`src/design/ecd_pkg.sv`:
```
package ecd_pkg;

  typedef logic signed [36:0] secs_t;
  typedef logic signed [13:0] year_t;
  typedef logic [3:0]         month_t;
  typedef logic [4:0]         mday_t;
  typedef logic [2:0]         wday_t;
  typedef logic [4:0]         hour_t;
  typedef logic [5:0]         sixty_t;
  typedef logic [20:0]        days_t;
  typedef logic [16:0]        tod_t;

  typedef struct packed {
    logic  valid;
    days_t days;
    tod_t  tod;
  } split_t;

  typedef struct packed {
    hour_t  hour;
    sixty_t minute;
    sixty_t second;
    wday_t  weekday;
  } hms_t;

  typedef struct packed {
    logic   valid;
    year_t  year;
    month_t month;
    mday_t  mday;
  } date_t;

  // whole number of days added so that the seconds count is never negative
  localparam logic [37:0] SECS_OFFSET = 38'd68719536000;
  // shifts the offset day count onto 0000-03-01 plus one era
  localparam logic [20:0] ZERO_SHIFT  = 21'd70200;

  localparam int unsigned SPLIT_STAGES = 3;
  localparam int unsigned TIME_STAGES  = 4;
  localparam int unsigned DATE_STAGES  = 14;
  localparam int unsigned LATENCY      = SPLIT_STAGES + DATE_STAGES;

  localparam logic [21:0] RCP_675   = 22'((64'd1 << 31) / 64'd675);
  localparam logic [11:0] RCP_60S   = 12'((64'd1 << 17) / 64'd60);
  localparam logic [5:0]  RCP_60M   = 6'((64'd1 << 11) / 64'd60);
  localparam logic [18:0] RCP_7     = 19'((64'd1 << 21) / 64'd7);
  localparam logic [3:0]  RCP_ERA   = 4'((64'd1 << 21) / 64'd146097);
  localparam logic [7:0]  RCP_1460  = 8'((64'd1 << 18) / 64'd1460);
  localparam logic [2:0]  RCP_36524 = 3'((64'd1 << 18) / 64'd36524);
  localparam logic [9:0]  RCP_365   = 10'((64'd1 << 18) / 64'd365);
  localparam logic [2:0]  RCP_100   = 3'((64'd1 << 9) / 64'd100);
  localparam logic [3:0]  RCP_153   = 4'((64'd1 << 11) / 64'd153);
  localparam logic [8:0]  RCP_5     = 9'((64'd1 << 11) / 64'd5);

endpackage

```
`src/design/ecd_day_split.sv`:
```
module ecd_day_split (
  input  logic           clk,
  input  logic           rst,
  input  logic           start_ok,
  input  ecd_pkg::secs_t secs,
  output ecd_pkg::split_t split
);
  import ecd_pkg::*;

  logic        v1, v2, v3;
  logic [37:0] u;
  logic [30:0] u7_2;
  logic [6:0]  lo_2;
  logic [20:0] q0_2;
  days_t       days_3;
  tod_t        tod_3;

  logic [52:0] prod;
  logic [30:0] r_full;
  logic [10:0] r;
  logic        ge;
  days_t       days_next;
  logic [9:0]  rem_next;

  always_comb begin
    prod      = 53'(u[37:7]) * 53'(RCP_675);
    r_full    = u7_2 - 31'(q0_2) * 31'd675;
    r         = r_full[10:0];
    ge        = r >= 11'd675;
    days_next = q0_2 + 21'(ge);
    rem_next  = ge ? 10'(r - 11'd675) : 10'(r);
  end

  always_ff @(posedge clk) begin
    if (rst) begin
      v1 <= 1'b0;
      v2 <= 1'b0;
      v3 <= 1'b0;
    end else begin
      v1 <= start_ok;
      v2 <= v1;
      v3 <= v2;
    end
  end

  always_ff @(posedge clk) begin
    u      <= {secs[36], secs} + SECS_OFFSET;
    u7_2   <= u[37:7];
    lo_2   <= u[6:0];
    q0_2   <= prod[51:31];
    days_3 <= days_next;
    tod_3  <= {rem_next, lo_2};
  end

  assign split = '{valid: v3, days: days_3, tod: tod_3};

endmodule

```
`src/design/ecd_time_unit.sv`:
```
module ecd_time_unit (
  input  logic           clk,
  input  ecd_pkg::days_t days,
  input  ecd_pkg::tod_t  tod,
  output ecd_pkg::hms_t  hms
);
  import ecd_pkg::*;

  localparam int unsigned DLY = DATE_STAGES - TIME_STAGES;

  tod_t        tod1;
  logic [10:0] tq1;
  days_t       days1;
  logic [18:0] wq1;
  logic [10:0] mt2;
  sixty_t      sec2;
  wday_t       wd2;
  logic [10:0] mt3;
  logic [4:0]  hq3;
  sixty_t      sec3;
  wday_t       wd3;
  hms_t        core4;
  hms_t        line [DLY];

  logic [28:0] pt;
  logic [39:0] pw;
  logic [16:0] rt_full;
  logic [6:0]  rt;
  logic [20:0] rw_full;
  logic [3:0]  rw;
  logic [16:0] ph;
  logic [10:0] rh_full;
  logic [6:0]  rh;
  logic        ge_t, ge_h;
  hms_t        core_next;

  always_comb begin
    pt      = 29'(tod) * 29'(RCP_60S);
    pw      = 40'(days) * 40'(RCP_7);
    rt_full = tod1 - 17'(tq1) * 17'd60;
    rt      = rt_full[6:0];
    ge_t    = rt >= 7'd60;
    rw_full = days1 - 21'(wq1) * 21'd7;
    rw      = rw_full[3:0];
    ph      = 17'(mt2) * 17'(RCP_60M);
    rh_full = mt3 - 11'(hq3) * 11'd60;
    rh      = rh_full[6:0];
    ge_h    = rh >= 7'd60;
    core_next.hour    = hq3 + 5'(ge_h);
    core_next.minute  = ge_h ? 6'(rh - 7'd60) : 6'(rh);
    core_next.second  = sec3;
    core_next.weekday = wd3;
  end

  always_ff @(posedge clk) begin
    tod1  <= tod;
    tq1   <= pt[27:17];
    days1 <= days;
    wq1   <= pw[39:21];
    mt2   <= tq1 + 11'(ge_t);
    sec2  <= ge_t ? 6'(rt - 7'd60) : 6'(rt);
    wd2   <= (rw >= 4'd7) ? 3'(rw - 4'd7) : 3'(rw);
    mt3   <= mt2;
    hq3   <= ph[15:11];
    sec3  <= sec2;
    wd3   <= wd2;
    core4 <= core_next;
    line[0] <= core4;
    for (int i = 1; i < DLY; i++) begin
      line[i] <= line[i-1];
    end
  end

  assign hms = line[DLY-1];

endmodule

```
`src/design/ecd_date_unit.sv`:
```
module ecd_date_unit (
  input  logic           clk,
  input  logic           rst,
  input  logic           valid_in,
  input  ecd_pkg::days_t days,
  output ecd_pkg::date_t date
);
  import ecd_pkg::*;

  logic [DATE_STAGES-1:0] vld;

  logic [20:0] z1;
  logic [3:0]  zq1;
  logic [3:0]  era2, era3, era4, era5, era6, era7, era8, era9, era10, era11, era12, era13;
  logic [17:0] doe2, doe3, doe4, doe5, doe6, doe7, doe8;
  logic [6:0]  qa3, a4;
  logic [2:0]  qb3, b4;
  logic        c3, c4;
  logic [17:0] t5, t6;
  logic [8:0]  tq6;
  logic [8:0]  yoe7, yoe8, yoe9, yoe10, yoe11, yoe12, yoe13;
  logic [1:0]  hq8;
  logic [17:0] k8;
  logic [8:0]  doy9, doy10, doy11, doy12, doy13;
  logic [10:0] n10, n2_12;
  logic [3:0]  mq10, mp11, mp12, mp13;
  logic [8:0]  dq12, dq13;
  year_t       year14;
  month_t      month14;
  mday_t       mday14;

  logic [20:0] z_next;
  logic [24:0] pz;
  logic [20:0] rz_full;
  logic [18:0] rz;
  logic        gez;
  logic [25:0] pa;
  logic [20:0] pb;
  logic [17:0] ra_full, rb_full;
  logic [11:0] ra;
  logic [16:0] rb;
  logic [27:0] pt;
  logic [17:0] ry_full;
  logic [9:0]  ry;
  logic [11:0] ph;
  logic [8:0]  rh_full;
  logic [7:0]  rh;
  logic [1:0]  h9;
  logic [17:0] doy_full;
  logic [10:0] n_next;
  logic [14:0] pm;
  logic [10:0] rm_full;
  logic [8:0]  rm;
  logic [10:0] n2_next;
  logic [19:0] pd;
  logic [10:0] rd_full;
  logic [3:0]  rd;
  logic [13:0] year_next;

  always_comb begin
    z_next   = days + ZERO_SHIFT;
    pz       = 25'(z_next) * 25'(RCP_ERA);
    rz_full  = z1 - 21'(zq1) * 21'd146097;
    rz       = rz_full[18:0];
    gez      = rz >= 19'd146097;
    pa       = 26'(doe2) * 26'(RCP_1460);
    pb       = 21'(doe2) * 21'(RCP_36524);
    ra_full  = doe3 - 18'(qa3) * 18'd1460;
    ra       = ra_full[11:0];
    rb_full  = doe3 - 18'(qb3) * 18'd36524;
    rb       = rb_full[16:0];
    pt       = 28'(t5) * 28'(RCP_365);
    ry_full  = t6 - 18'(tq6) * 18'd365;
    ry       = ry_full[9:0];
    ph       = 12'(yoe7) * 12'(RCP_100);
    rh_full  = yoe8 - 9'(hq8) * 9'd100;
    rh       = rh_full[7:0];
    h9       = hq8 + 2'(rh >= 8'd100);
    doy_full = doe8 - k8 + 18'(h9);
    n_next   = 11'(doy9) * 11'd5 + 11'd2;
    pm       = 15'(n_next) * 15'(RCP_153);
    rm_full  = n10 - 11'(mq10) * 11'd153;
    rm       = rm_full[8:0];
    n2_next  = 11'(mp11) * 11'd153 + 11'd2;
    pd       = 20'(n2_next) * 20'(RCP_5);
    rd_full  = n2_12 - 11'(dq12) * 11'd5;
    rd       = rd_full[3:0];
    year_next = 14'(yoe13) + 14'(era13) * 14'd400 - 14'd400 + 14'(mp13 >= 4'd10);
  end

  always_ff @(posedge clk) begin
    if (rst) begin
      vld <= '0;
    end else begin
      vld <= {vld[DATE_STAGES-2:0], valid_in};
    end
  end

  always_ff @(posedge clk) begin
    z1    <= z_next;
    zq1   <= pz[24:21];
    era2  <= zq1 + 4'(gez);
    doe2  <= gez ? 18'(rz - 19'd146097) : 18'(rz);
    qa3   <= pa[24:18];
    qb3   <= pb[20:18];
    c3    <= doe2 == 18'd146096;
    doe3  <= doe2;
    era3  <= era2;
    a4    <= qa3 + 7'(ra >= 12'd1460);
    b4    <= qb3 + 3'(rb >= 17'd36524);
    c4    <= c3;
    doe4  <= doe3;
    era4  <= era3;
    t5    <= doe4 - 18'(a4) + 18'(b4) - 18'(c4);
    doe5  <= doe4;
    era5  <= era4;
    tq6   <= pt[26:18];
    t6    <= t5;
    doe6  <= doe5;
    era6  <= era5;
    yoe7  <= tq6 + 9'(ry >= 10'd365);
    doe7  <= doe6;
    era7  <= era6;
    hq8   <= ph[10:9];
    k8    <= 18'(yoe7) * 18'd365 + 18'(yoe7[8:2]);
    yoe8  <= yoe7;
    doe8  <= doe7;
    era8  <= era7;
    doy9  <= doy_full[8:0];
    yoe9  <= yoe8;
    era9  <= era8;
    n10   <= n_next;
    mq10  <= pm[14:11];
    doy10 <= doy9;
    yoe10 <= yoe9;
    era10 <= era9;
    mp11  <= mq10 + 4'(rm >= 9'd153);
    doy11 <= doy10;
    yoe11 <= yoe10;
    era11 <= era10;
    n2_12 <= n2_next;
    dq12  <= pd[19:11];
    mp12  <= mp11;
    doy12 <= doy11;
    yoe12 <= yoe11;
    era12 <= era11;
    dq13  <= dq12 + 9'(rd >= 4'd5);
    mp13  <= mp12;
    doy13 <= doy12;
    yoe13 <= yoe12;
    era13 <= era12;
    mday14  <= 5'(doy13 - dq13 + 9'd1);
    month14 <= (mp13 < 4'd10) ? mp13 + 4'd3 : mp13 - 4'd9;
    year14  <= $signed(year_next);
  end

  assign date = '{valid: vld[DATE_STAGES-1], year: year14, month: month14, mday: mday14};

endmodule

```
`src/design/epoch_seconds_to_civil_datetime.sv`:
```
// Epoch seconds to proleptic Gregorian date and time of day.
//
// Input: raise start with a signed 37-bit count of seconds since
// 1970-01-01 00:00:00 on epoch_seconds; the transaction is taken at the
// rising edge where start is high and busy is low. busy never rises, so a
// new transaction may be offered in every cycle.
// Output: done is high for exactly one cycle with year, month, day_of_month,
// weekday (0 = Sunday), hour, minute and second. The receiver cannot stall;
// each result is taken in the cycle it appears.
// Throughput one transaction per cycle. The delay from the accepting edge to
// done is set by the chain of constant-divisor steps on the date side, each
// a reciprocal multiply and a compare-and-subtract correction in stages of
// their own: three stages for days, two for the era, five for the year of
// era, two each for day of year, month and day, and one to form the outputs.
// Reset (synchronous, active high) drops every transaction in flight; no
// done follows a transaction accepted before reset.
module epoch_seconds_to_civil_datetime (
  input  logic            clk,
  input  logic            rst,
  input  logic            start,
  input  ecd_pkg::secs_t  epoch_seconds,
  output logic            busy,
  output logic            done,
  output ecd_pkg::year_t  year,
  output ecd_pkg::month_t month,
  output ecd_pkg::mday_t  day_of_month,
  output ecd_pkg::wday_t  weekday,
  output ecd_pkg::hour_t  hour,
  output ecd_pkg::sixty_t minute,
  output ecd_pkg::sixty_t second
);
  import ecd_pkg::*;

  split_t split;
  hms_t   hms;
  date_t  date;

  assign busy = 1'b0;

  ecd_day_split u_split (
    .clk      (clk),
    .rst      (rst),
    .start_ok (start & ~busy),
    .secs     (epoch_seconds),
    .split    (split)
  );

  ecd_time_unit u_time (
    .clk  (clk),
    .days (split.days),
    .tod  (split.tod),
    .hms  (hms)
  );

  ecd_date_unit u_date (
    .clk      (clk),
    .rst      (rst),
    .valid_in (split.valid),
    .days     (split.days),
    .date     (date)
  );

  assign done         = date.valid;
  assign year         = date.year;
  assign month        = date.month;
  assign day_of_month = date.mday;
  assign weekday      = hms.weekday;
  assign hour         = hms.hour;
  assign minute       = hms.minute;
  assign second       = hms.second;

endmodule

```
`config.mk`:
```
export PLATFORM = sky130hd
export DESIGN_NAME = epoch_seconds_to_civil_datetime
export DESIGN_NICKNAME = d
export VERILOG_FILES = /design/src/design/ecd_pkg.sv /design/src/design/ecd_day_split.sv /design/src/design/ecd_time_unit.sv /design/src/design/ecd_date_unit.sv /design/src/design/epoch_seconds_to_civil_datetime.sv
export SDC_FILE = /design/constraint.sdc
export NUM_CORES = 2
export LEC_CHECK = 0
export ABC_AREA = 1
export BUFFER_PORTS_ARGS = -buffer_cell sky130_fd_sc_hd__buf_2
export CAP_MARGIN = 40
export CORE_UTILIZATION = 55
export DETAILED_ROUTE_END_ITERATION = 16
export GPL_TIMING_DRIVEN = 0
export PLACE_DENSITY = 0.73
export RECOVER_POWER = 25
export SYNTH_ARGS = -nofsm -noshare
export SYNTH_HDL_FRONTEND = slang
export SYNTH_SLANG_ARGS = --single-unit
export TNS_END_PERCENT = 100
```
`constraint.sdc`:
```
create_clock -name clk -period 11.31 [get_ports clk]
set_input_delay 0.5655 -clock clk [delete_from_list [all_inputs] [get_ports clk]]
set_output_delay 0.5655 -clock clk [all_outputs]
set_load 0.03 [all_outputs]
```
==> impl_results.md <==
* Status: complete, no violations
* Post-synth top flop: dfxtp_1
* Pre-antenna DRT Iters at 5
* Syn Nets at approximately 7.6k
* DPL Wire Length at slightly below 90000 um
* DR vias/cell at 4.96
* Synth-to-Final Area Change at 9.00%
* Reg area at between 15000 and 20000 um2
* Layout Nets at 7736
* Top-area cell type share of the netlist area at 0.284
* Relative slew slack at 0.485
* Largest area contributor in the netlist: dfxtp_1
* Fmax at 160 MHz
* DRT Wirelength at 105000 um
* Detailed Route Iter0 Violations at around 1.4k
* Critical path class: reg2reg
* Syn Area/Cell at 9.44 um2
* Num CTS Buffers at 82
* Worst R2R Setup Slack at 5060 ps
* Adder-Cell Fraction of Synth Area at 0.406
* Post-synthesis mux area share at 0.000199
* I/O pin cnt at 85
* Critical Path End Type: flip-flop
* # DRC at 0
* Critical path buffers and inverters at 3
* Critical Path AT at 6790 ps
* Buffers from clock root to sink, at most at 3
* DIE AREA at 104000 um2
* Clock Latency Late Sink at 660 ps
* Register bit total from synthesis at 801
* Final Max Slew Viols at 0
* Endpoints failing setup at 0
* Worst EP required at 11850 ps
* Worst path top cell family by delay: simple AND/OR/NAND/NOR gates
* Post-Synth XOR/XNOR Area at 0.0625
* HP Class: in2reg
* Mapped Cells at about 6k
* Starting Density at 0.555
* Multi-input logic area at roughly 35000 um2
* CP peak stage delay at 590 ps
* Number of flops mapped to enable cells by yosys at 0
* Post-synthesis cell type count at 60
* Least-Margin Pin Slew at roughly 770 ps
* Rows at 117
* GRT Resource Usage Total at 0.212
* Largest fanout on the critical path at 10
* Cts repair resizes at 0
* Fillers at 8606
* Die Ht at 323 um
* Input/output buffers at 82
* Post-synth ARST share at 0
* Final Cycle Share at 0.553
* Antenna cells at 0
* Core area at 102000 um2
* Top post-synthesis cells by count: inv_1, ha_1, dfxtp_1
* DR WL/cell at 13.9 um
* Synth Area in Compound Gates at 0.0598
* Post-Syn Area at 56500 um2
* CTS tree: built
* Gr ovfl total at 0
* Vias at 37.6k
* Largest net degree at the start of global routing at 16
* Fraction of layout instances using a drive strength above 1 at 0.0440
* Reg clk slew, reported paths at ~60 ps
* Sink Count at 801
* Cell with the most instances after synthesis: inv_1
* Clock Skew at about 19 ps
* Largest family of logic cells by synthesized area: adder cells
* Placer Congestion at ~0.90
* Routed Antenna Nets at 0
* Max-cap violations at 0
* Synth top area cells: dfxtp_1, ha_1, fa_1
* Post CTS Setup Buffer Count at 0
* CP max-delay cell: fa_1
* Die W at 323 um
* Simple-gate share of the synthesized area at 0.0967
* Final hold violation count at 0
* Final setup TNS at 0 ps
* Antenna violations before repair at 0
* Min Tclk post-route at 6250 ps
* # hold bufs at CTS at 7
* Number of global-route vias before repair at 39.2k
* Worst setup SP type: flip-flop
* Root Driver: clkbuf_16
* H-tree levels at 3
* Synth Warn # at 0
* Seq/Total Area, Yosys at 0.284
* CP most frequent cell: nand2_1
* RSZ-0062 raised after global routing: false
* First-pass GRT wire length at 181000 um
==> worst register-to-register path, cell delays in order, from the launching register on <==
cell and delay (ps):
dfxtp_1 510, inv_1 120, fa_1 560, inv_1 50, ha_1 290, fa_1 590
inv_1 60, ha_1 290, nand2_1 50, o21ai_1 190, nand3_1 100, nand3_1 140
nand2_1 70, nand2_1 60, a21oi_1 70, xnor2_1 390, nand2_2 260, nand2_4 200
ha_1 200, ha_1 180, nand2_1 90, nor3b_1 330, nand3_1 210, nor4_1 400
nand2_1 180, nor3_1 270, nand4_1 150, xnor2_1 150
==> area by class of cell <==
type,count,area share
buffer,9,0.000792
tap,1368,0.0278
clock buffer,100,0.0354
clock inverter,48,0.0116
sequential,801,0.260
multi-input combinational,3815,0.573
inverter,1364,0.0831
timing repair buffer,89,0.00778
==> metal layers <==
layer | track usage | vias up | wire length, um
li1 | - | 19200 | -
met1 | 0.257 | 17700 | 46300
met2 | 0.389 | 503 | 53200
met3 | 0.0239 | 171 | 2850
met4 | 0.0677 | 0 | 2820
met5 | 0 | - | 0
==> state kept, by name (all words and copies together) (netlist names), 11 cells and up <==
name	flops
u_split.u7_2	11
u_date.doe3	18
u_date.doe2	18
u_time.line	200
u_date.z1	16
u_date.vld	14
u_date.t5	18
u_split.q0_2	21
u_date.year14	14
u_split.days_3	21
u_date.doe4	18
u_time.mt2	11
u_time.tq1	11
u_split.u	38
u_time.core4	20
u_split.tod_3	17
==> cell families after synthesis <==
logic type,after synthesis
buf+inv,1373
mux,1
flops,801
xor+xnor,403
compound gates,604
fa+ha+maj,1534
other cells,1
simple gates,1272
==> final timing paths <==
check,startpoint,to,depth (start not counted)
worst min-delay path,epoch_seconds[7],u_split.u[7],2
worst max register to register,u_split.q0_2[0],u_split.days_3[20],27
worst min register to register,u_date.era6[2],u_date.era7[2],0
worst max-delay path,u_split.q0_2[0],u_split.days_3[20],27
==> stage by stage <==
stage                     hold WS (ps)  instances   util  instance area [um2]  worst slack, ps
final                              102       7594  0.605                61600             5060
after global routing              83.8       7594  0.605                61600             4440
after CTS                         41.0       7594  0.605                61600             4980
after detailed placement           312       7439  0.576                58600             5030
after global placement             310       7439  0.576                58600             5160
after floorplan                    310       5989      -                56500             5940
==> layout by cell type, fill, tap and decap left out, types with 84 or more instances in the layout <==
cell type,count
dfxtp_1,801
nor2_1,239
inv_1,1355
nand2_1,695
nand3_1,152
buf_2,84
xnor2_1,145
xor2_1,258
o21ai_0,173
ha_1,1037
fa_1,497
a21oi_1,296
Power is left out: the tool's default activity adds up to more than one toggle a clock period on the data nets, which glitch-free logic cannot reach.
